### config.mk
export PLATFORM = sky130hd
export DESIGN_NAME = rgb_to_hsv_converter_unit
export DESIGN_NICKNAME = d
export VERILOG_FILES = /design/src/hdl/rgbhsv_pkg.sv /design/src/hdl/rgbhsv_div.sv /design/src/hdl/rgb_to_hsv_converter_unit.sv
export VERILOG_INCLUDE_DIRS = /design/src /design/src/hdl
export SDC_FILE = /design/constraint.sdc
export NUM_CORES = 2
export LEC_CHECK = 0
export BUFFER_PORTS_ARGS = -buffer_cell sky130_fd_sc_hd__buf_2
export CORE_AREA = 2 2 379 343
export CTS_CLUSTER_SIZE = 12
export DETAILED_ROUTE_END_ITERATION = 8
export DIE_AREA = 0 0 381 345
export PLACE_DENSITY = 0.73
export SLEW_MARGIN = 20
export SYNTH_ARGS = -nofsm -noshare
export SYNTH_HDL_FRONTEND = slang
export SYNTH_HIERARCHICAL = 1
export SYNTH_SLANG_ARGS = --single-unit
### constraint.sdc
create_clock -name i_clk -period 27.7 [get_ports i_clk]
set_input_delay 4.155 -clock i_clk [delete_from_list [all_inputs] [get_ports i_clk]]
set_output_delay 4.155 -clock i_clk [all_outputs]
set_load 0.005 [all_outputs]
### src/hdl/assert_macros.svh
// assert_macros.svh: assertion macros used by the RGB to HSV converter top level.
// Standalone header with no dependencies; the bodies vanish when SYNTHESIS is defined.
`ifndef ASSERT_MACROS_SVH
`define ASSERT_MACROS_SVH
`ifndef SYNTHESIS
`define CHK_ASSERT(lbl, clk, rst_n, prop, msg) \
    lbl: assert property (@(posedge clk) disable iff (!rst_n) prop) else $error(msg);
`define CHK_NEVER(lbl, clk, rst_n, cond, msg) \
    lbl: assert property (@(posedge clk) disable iff (!rst_n) !(cond)) else $error(msg);
`else
`define CHK_ASSERT(lbl, clk, rst_n, prop, msg)
`define CHK_NEVER(lbl, clk, rst_n, cond, msg)
`endif
`endif

### src/hdl/rgbhsv_pkg.sv
// rgbhsv_pkg: widths, constants and payload types of the RGB to HSV converter.
// No dependencies; used by rgbhsv_div and rgb_to_hsv_converter_unit.
`default_nettype none

package rgbhsv_pkg;

    localparam int CHAN_W = 8;
    localparam int HUE_W  = 15;
    localparam int PCT_W  = 13;
    localparam int Y_W    = 13;

    localparam int DIV_NUM_W = 21;
    localparam int DIV_DEN_W = 8;
    localparam int DIV_QUO_W = 13;

    localparam logic [HUE_W-1:0] HUE_TURN  = 15'd23040;
    localparam logic [HUE_W-1:0] HUE_GREEN = 15'd7680;
    localparam logic [HUE_W-1:0] HUE_BLUE  = 15'd15360;
    localparam logic [PCT_W-1:0] PCT_FULL  = 13'd6400;

    localparam logic [DIV_NUM_W-1:0] HUE_SLOPE = 21'd3840;
    localparam logic [DIV_NUM_W-1:0] PCT_SCALE = 21'd6400;

    typedef struct packed {
        logic [CHAN_W-1:0] red;
        logic [CHAN_W-1:0] green;
        logic [CHAN_W-1:0] blue;
    } t_in;

    typedef struct packed {
        logic [HUE_W-1:0] hue;
        logic [PCT_W-1:0] saturation;
        logic [PCT_W-1:0] brightness;
    } t_out;

    typedef enum logic [1:0] {
        SEC_RED,
        SEC_GREEN,
        SEC_BLUE
    } t_sector;

    typedef struct packed {
        t_sector        sector;
        logic           neg;
        logic           gray;
        logic           blk;
        logic [Y_W-1:0] y;
    } t_side;

endpackage

`default_nettype wire

### src/hdl/rgbhsv_div.sv
// rgbhsv_div: pipelined restoring divider, one quotient bit per register stage.
// Depends on rgbhsv_pkg for its default widths.
`default_nettype none

module rgbhsv_div
    import rgbhsv_pkg::*;
#(
    parameter int NUM_W = DIV_NUM_W,
    parameter int DEN_W = DIV_DEN_W,
    parameter int QUO_W = DIV_QUO_W
) (
    input  wire logic             i_clk,
    input  wire logic             i_en,
    input  wire logic [NUM_W-1:0] i_num,
    input  wire logic [DEN_W-1:0] i_den,
    output logic      [QUO_W-1:0] o_quo,
    output logic                  o_rem_nz
);

    localparam int CMP_W = (NUM_W > DEN_W + QUO_W) ? NUM_W : DEN_W + QUO_W;

    logic [NUM_W-1:0] r_rem [QUO_W];
    logic [DEN_W-1:0] r_den [QUO_W];
    logic [QUO_W-1:0] r_quo [QUO_W];

    logic [NUM_W-1:0] src_rem [QUO_W];
    logic [DEN_W-1:0] src_den [QUO_W];
    logic [QUO_W-1:0] src_quo [QUO_W];
    logic [NUM_W-1:0] n_rem   [QUO_W];
    logic [QUO_W-1:0] n_quo   [QUO_W];

    always_comb begin
        logic [CMP_W-1:0] trial;
        logic             take;
        src_rem[0] = i_num;
        src_den[0] = i_den;
        src_quo[0] = '0;
        for (int j = 1; j < QUO_W; j++) begin
            src_rem[j] = r_rem[j-1];
            src_den[j] = r_den[j-1];
            src_quo[j] = r_quo[j-1];
        end
        for (int j = 0; j < QUO_W; j++) begin
            trial    = CMP_W'(src_den[j]) << (QUO_W - 1 - j);
            take     = CMP_W'(src_rem[j]) >= trial;
            n_rem[j] = take ? NUM_W'(CMP_W'(src_rem[j]) - trial) : src_rem[j];
            n_quo[j] = src_quo[j] | (QUO_W'(take) << (QUO_W - 1 - j));
        end
    end

    always_ff @(posedge i_clk) begin
        if (i_en) begin
            for (int j = 0; j < QUO_W; j++) begin
                r_rem[j] <= n_rem[j];
                r_den[j] <= src_den[j];
                r_quo[j] <= n_quo[j];
            end
        end
    end

    assign o_quo    = r_quo[QUO_W-1];
    assign o_rem_nz = |r_rem[QUO_W-1];

endmodule

`default_nettype wire

### src/hdl/rgb_to_hsv_converter_unit.sv
// rgb_to_hsv_converter_unit: top level of the 8-bit RGB to HSV converter.
// Depends on rgbhsv_pkg, rgbhsv_div and assert_macros.svh.
//
//   Channel   Direction  Handshake                  Payload
//   input     in         i_in_valid / o_in_ready    i_in_data  (t_in)
//   result    out        o_out_valid / i_out_ready  o_out_data (t_out)
//
// One transaction is accepted per cycle while o_in_ready is high; its result passes through
// the stage 0, 1 and 2 registers, the divider stages and the output register in turn.
// Most of the depth comes from the two 13-stage dividers, one quotient bit per stage.
// A skid register behind the output stage lets the pipeline take a further transaction
// while a result waits; o_in_ready falls only once that skid register is full.
// Reset is synchronous and clears the valid bits, including the skid register's valid flag.
`default_nettype none
`include "assert_macros.svh"

module rgb_to_hsv_converter_unit
    import rgbhsv_pkg::*;
(
    input  wire logic i_clk,
    input  wire logic i_rst_n,
    input  wire logic i_in_valid,
    output logic      o_in_ready,
    input  wire t_in  i_in_data,
    output logic      o_out_valid,
    input  wire logic i_out_ready,
    output t_out      o_out_data
);

    localparam int NSTG = DIV_QUO_W + 4;
    localparam int LAST = NSTG - 1;

    logic [NSTG-1:0] r_vld;
    logic            r_skid_vld;
    t_out            r_skid;
    t_out            r_out;
    logic            en;

    // Stage 0: largest and smallest channel and hue sector.
    logic [CHAN_W-1:0] n_hi, n_lo, n_pos, n_neg;
    t_sector           n_sector;
    logic [CHAN_W-1:0] r_s0_hi, r_s0_lo, r_s0_pos, r_s0_neg;
    t_sector           r_s0_sector;

    // Stage 1: spread, signed channel difference and scaled maximum.
    logic [CHAN_W-1:0] r_s1_hi, r_s1_diff, r_s1_abs;
    logic              r_s1_neg;
    t_sector           r_s1_sector;
    logic [Y_W-1:0]    r_s1_y;

    // Stage 2: divider operands.
    logic [DIV_NUM_W-1:0] r_s2_numh, r_s2_nums;
    logic [CHAN_W-1:0]    r_s2_diff, r_s2_hi;
    t_side                r_s2_side;

    t_side                r_sb [DIV_QUO_W];
    logic [DIV_QUO_W-1:0] hue_quo, sat_quo;
    logic                 hue_nz;

    t_side            sb;
    logic [HUE_W-1:0] mag, base;
    logic [Y_W-1:0]   v_t;
    t_out             n_out;

    assign en         = !r_skid_vld;
    assign o_in_ready = en;

    always_comb begin
        if (i_in_data.red >= i_in_data.green && i_in_data.red >= i_in_data.blue) begin
            n_sector = SEC_RED;
            n_hi     = i_in_data.red;
            n_pos    = i_in_data.green;
            n_neg    = i_in_data.blue;
        end else if (i_in_data.green >= i_in_data.blue) begin
            n_sector = SEC_GREEN;
            n_hi     = i_in_data.green;
            n_pos    = i_in_data.blue;
            n_neg    = i_in_data.red;
        end else begin
            n_sector = SEC_BLUE;
            n_hi     = i_in_data.blue;
            n_pos    = i_in_data.red;
            n_neg    = i_in_data.green;
        end
        n_lo = (i_in_data.red < i_in_data.green) ? i_in_data.red : i_in_data.green;
        if (i_in_data.blue < n_lo) begin
            n_lo = i_in_data.blue;
        end
    end

    always_ff @(posedge i_clk) begin
        if (en) begin
            r_s0_hi     <= n_hi;
            r_s0_lo     <= n_lo;
            r_s0_pos    <= n_pos;
            r_s0_neg    <= n_neg;
            r_s0_sector <= n_sector;

            r_s1_hi     <= r_s0_hi;
            r_s1_diff   <= r_s0_hi - r_s0_lo;
            r_s1_neg    <= r_s0_pos < r_s0_neg;
            r_s1_abs    <= (r_s0_pos < r_s0_neg) ? r_s0_neg - r_s0_pos : r_s0_pos - r_s0_neg;
            r_s1_sector <= r_s0_sector;
            r_s1_y      <= (Y_W'(r_s0_hi) << 4) + (Y_W'(r_s0_hi) << 3) + Y_W'(r_s0_hi);

            r_s2_numh        <= DIV_NUM_W'(r_s1_abs) * HUE_SLOPE;
            r_s2_nums        <= DIV_NUM_W'(r_s1_diff) * PCT_SCALE;
            r_s2_diff        <= r_s1_diff;
            r_s2_hi          <= r_s1_hi;
            r_s2_side.sector <= r_s1_sector;
            r_s2_side.neg    <= r_s1_neg;
            r_s2_side.gray   <= r_s1_diff == '0;
            r_s2_side.blk    <= r_s1_hi == '0;
            r_s2_side.y      <= r_s1_y;

            r_sb[0] <= r_s2_side;
            for (int j = 1; j < DIV_QUO_W; j++) begin
                r_sb[j] <= r_sb[j-1];
            end

            r_out <= n_out;
        end
        if (en && r_vld[LAST] && !i_out_ready) begin
            r_skid <= r_out;
        end
    end

    rgbhsv_div #(
        .NUM_W (DIV_NUM_W),
        .DEN_W (DIV_DEN_W),
        .QUO_W (DIV_QUO_W)
    ) u_div_hue (
        .i_clk    (i_clk),
        .i_en     (en),
        .i_num    (r_s2_numh),
        .i_den    (r_s2_diff),
        .o_quo    (hue_quo),
        .o_rem_nz (hue_nz)
    );

    rgbhsv_div #(
        .NUM_W (DIV_NUM_W),
        .DEN_W (DIV_DEN_W),
        .QUO_W (DIV_QUO_W)
    ) u_div_sat (
        .i_clk    (i_clk),
        .i_en     (en),
        .i_num    (r_s2_nums),
        .i_den    (r_s2_hi),
        .o_quo    (sat_quo),
        .o_rem_nz ()
    );

    always_comb begin
        sb  = r_sb[DIV_QUO_W-1];
        mag = HUE_W'(hue_quo) + HUE_W'(sb.neg & hue_nz);
        case (sb.sector)
            SEC_RED:   base = sb.neg ? HUE_TURN : '0;
            SEC_GREEN: base = HUE_GREEN;
            SEC_BLUE:  base = HUE_BLUE;
            default:   base = '0;
        endcase
        n_out.hue        = sb.gray ? '0 : (sb.neg ? base - mag : base + mag);
        n_out.saturation = sb.blk ? '0 : PCT_W'(sat_quo);
        v_t              = sb.y + (sb.y >> 8) + Y_W'(1);
        n_out.brightness = PCT_W'(sb.y + (v_t >> 8));
    end

    always_ff @(posedge i_clk) begin
        if (!i_rst_n) begin
            r_vld      <= '0;
            r_skid_vld <= 1'b0;
        end else begin
            if (en) begin
                r_vld <= {r_vld[NSTG-2:0], i_in_valid};
                if (r_vld[LAST] && !i_out_ready) begin
                    r_skid_vld <= 1'b1;
                end
            end else if (i_out_ready) begin
                r_skid_vld <= 1'b0;
            end
        end
    end

    assign o_out_valid = r_vld[LAST] | r_skid_vld;
    assign o_out_data  = r_skid_vld ? r_skid : r_out;

    `CHK_ASSERT(a_out_range, i_clk, i_rst_n, o_out_valid |-> (o_out_data.hue < HUE_TURN && o_out_data.saturation <= PCT_FULL && o_out_data.brightness <= PCT_FULL), "result field out of range")
    `CHK_ASSERT(a_skid_freeze, i_clk, i_rst_n, r_skid_vld |=> $stable(r_vld), "pipeline moved while skid register full")
    `CHK_ASSERT(a_skid_fill, i_clk, i_rst_n, $rose(r_skid_vld) |-> $past(r_vld[LAST] && !i_out_ready), "skid register filled without a stalled result")

endmodule

`default_nettype wire

==> metrics.md <==
| Metric | Value |
|---|---|
| Setup bufs post-CTS | 0 |
| P_sw | 2980 µW |
| CP peak stage delay | 0.59 ns |
| Hold EP | u_div_sat/r_quo[0][77] |
| DR DRC count | 0 |
| Total global-route track usage | 0.157 |
| Core Rows | 125 |
| Synthesis Warnings | 6 |
| CP max-delay cell | a221o_1 |
| Max Cap Viol | 0 |
| Buf+Inv Stages, Crit Path | 3 |
| Met3 routed WL | 3330 µm |
| WHS Path Cells | 0 |
| Pre-CTS setup slack | 19.87 ns |
| DR WL met2 | 52400 µm |
| Final HPWL DP | 71800 µm |
| Starting DRT DRC Count | 2417 |
| Power density over the cells | 126 mW/mm² |
| Chip width | 381 µm |
| Mapped Area | 0.0636 mm² |
| FF-to-FF path depth | 19 |
| Reg power frac | 0.418 |
| Post-CTS Resized | 0 |
| Die height | 345 µm |
| Initial antenna violation count | 1 |
| Internal Power | 5940 µW |
| Final Util | 0.552 |
| Global-route wire length before repair | 171000 µm |
| Leakage Power | 0.0274 µW |
| Gate power share | 0.383 |
| Root Buffer | clkbuf_16 |
| Syn Area/Cell | 13.9 µm² |
| Wl on met1 | 43900 µm |
| CTS Sinks | 1357 |
| Crit share post-route | 0.256 |
| Fin area | 0.0706 mm² |
| Final Hold Vio Count | 0 |
| Critical Path AT | 7.68 ns |
| Inserted Diodes | 0 |
| Mapped Cells | 4576 |
| DR WL/cell | 15.6 µm |
| CORE AREA | 0.128 mm² |
| CTS Buf Count | 145 |
| Critical path class | in -> reg |
| Pin count of the biggest net entering global routing | 199 |
| Clock power frac | 0.200 |
| Pins Over Slew Limit | 0 |
| CTS clk-pin slew, worst paths | 0.06 ns |
| Setup Viol. Count Final | 0 |
| CP startpoint kind | input port |
| Worst min-delay path class | reg -> reg |
| Placed Area | 0.0662 mm² |
| Max Clock Freq | 141 MHz |
| Status | completed |
| PortBufs | 70 |
| Via count | 35000 |
| CTS tree | done |
| Global placer's final weighted congestion | 0.868 |
| Final setup margin | 20.61 ns |
| Crit-path cells | buf_2, inv_1, ha_1, a21o_1, a221o_1, a221o_1, mux2i_1, ha_1, a21o_1, a21o_1, a221o_1, a31oi_1, buf_4, mux2i_1 |
| FF+latch area | 0.0406 mm² |
| Clk_lat worst skew | 0.74 ns |
| Reg2reg setup slack | 21.96 ns |
| Clk_skew | 0.0306 ns |
| CTS max path bufs | 3 |
| Critical Path RT | 28.29 ns |
| H-tree Lvls | 4 |
| Slew HR | 0.312 |
| Area Overhead vs Synth | 11.1% |
| Crit Reg-Reg Startpoint | u_div_hue/r_rem[1][87] |
| Max IR drop VDD | 0.0941 mV |
| Share of cells above drive strength 1 | 0.0976 |
| Final wirelength | 103000 µm |
| Unrepaired setup endpoints after global routing | no |
| Final #Nets | 5214 |
| Final ANT Viol Nets | 0 |
| Grt total ovfl | 0 |
| HP Start | u_div_sat/r_quo[0][64] |
| Via density | 5.30 |
| Vias in the first global route | 35400 |
| Multi-input logic area | 0.0214 mm² |
| Worst Max-Slew Pin Slew | 1.03 ns |
| Initial Utilization | 0.497 |
| Max Used Layer | met4 |
| Min Tclk post-route | 7.09 ns |
| Die Area | 0.131 mm² |
| Switching share of power | 0.334 |
| Worst Setup End Kind | register |
| RR Endpoint | r_out[39] |
| Fill count | 10300 |
| CTS Hold Bufs | 0 |
| TritonRoute pass-1 iters | 5 |
| Critical path's top delay family | compound AO/OA/AOI/OAI gates |
| Num ports | 71 |
| Setup TNS | 0 ns |
| Critical Path Fanout Max | 9 |
==> worst register-to-register path: stages (launching register included) <==
cell      delay [ns]
edfxtp_1        0.35
or4_1           0.53
or4_1           0.52
and2_1          0.17
ha_1            0.27
ha_1            0.30
xor2_1          0.20
or3_1           0.44
or4_4           0.62
nor2_1          0.18
a21oi_1         0.09
a22oi_1         0.24
xor2_1          0.19
ha_1            0.29
a21oi_1         0.21
nand2_1         0.07
a21o_1          0.20
o31a_1          0.12
a41o_1          0.21
mux2_1          0.30
==> sequential cells by signal (all words and copies together), names as in the netlist, 10 cells and up <==
name,count
u_div_sat/r_rem,252
u_div_hue/r_den,96
r_out,41
r_s2_side,15
r_s1_y,10
r_skid,41
u_div_sat/r_quo,91
r_s2_numh,12
r_vld,17
u_div_sat/r_den,96
u_div_hue/r_quo,91
r_s2_nums,10
r_sb,234
u_div_hue/r_rem,273
==> metrics by stage <==
| step | hold slack [ns] | std cells | power, µW |
|---|---|---|---|
| floorplan | 0.400 | 4610 | 6350 |
| global placement | 0.400 | 6361 | 7000 |
| detailed placement | 0.405 | 6361 | 7150 |
| CTS | 0.398 | 6603 | 8980 |
| global route | 0.406 | 6603 | 9590 |
| finish | 0.405 | 6603 | 8920 |
==> power groups by stage <==
stage          logic [µW]  clock network, µW  registers [µW]
2_1_floorplan        2750                  0            3600
3_3_place_gp         3270                  0            3730
3_5_place_dp         3380                  0            3760
4_1_cts              3410               1840            3730
5_1_grt              3850               1920            3820
6_report             3410               1780            3730
==> worst max path at each step <==
stage | startpoint | slack, ns | to | cells past startpoint
6_report | i_in_data[10] | 20.61 | r_s0_lo[3] | 14
5_1_grt | i_in_data[10] | 20.48 | r_s0_lo[3] | 14
4_1_cts | i_in_data[10] | 20.68 | r_s0_lo[1] | 14
3_5_place_dp | i_in_data[10] | 19.87 | r_s0_lo[7] | 14
3_3_place_gp | i_in_data[10] | 19.84 | r_s0_lo[1] | 14
2_1_floorplan | r_skid_vld | 6.66 | r_out[0] | 3
==> layout by cell type, fill, tap and decap left out, types with 33 or more instances in the layout <==
| cell type | n |
|---|---|
| fa_1 | 50 |
| ha_1 | 342 |
| a21oi_1 | 188 |
| xor2_1 | 128 |
| clkbuf_16 | 148 |
| or3_1 | 37 |
| mux2i_1 | 101 |
| a21o_1 | 69 |
| inv_1 | 385 |
| nor2_1 | 257 |
| nand3_1 | 85 |
| conb_1 | 35 |
| o21ai_0 | 162 |
| nor2b_1 | 88 |
| nand2_1 | 166 |
| clkbuf_1 | 33 |
| nor3_1 | 95 |
| nand2b_1 | 58 |
| xnor2_1 | 182 |
| o21a_1 | 68 |
| mux2_2 | 111 |
| edfxtp_1 | 1339 |
| nor4_1 | 62 |
| buf_2 | 70 |
| or4_1 | 35 |
| nand4_1 | 33 |
==> final cells by class <==
cell class | instances | share of cell area
repair buffers | 97 | 0.00801
clock inverters | 59 | 0.00805
multi-input cells | 2803 | 0.304
inverters | 390 | 0.0208
clock buffers | 183 | 0.0546
well taps | 1714 | 0.0304
flip-flops and latches | 1357 | 0.575
==> routing by layer <==
metal,vias up,GRT usage
met4,0,0.0632
met2,576,0.280
li1,17500,-
met5,-,0
met3,216,0.0278
met1,16700,0.186
No activity file was read; power rests on OpenSTA's default activity.
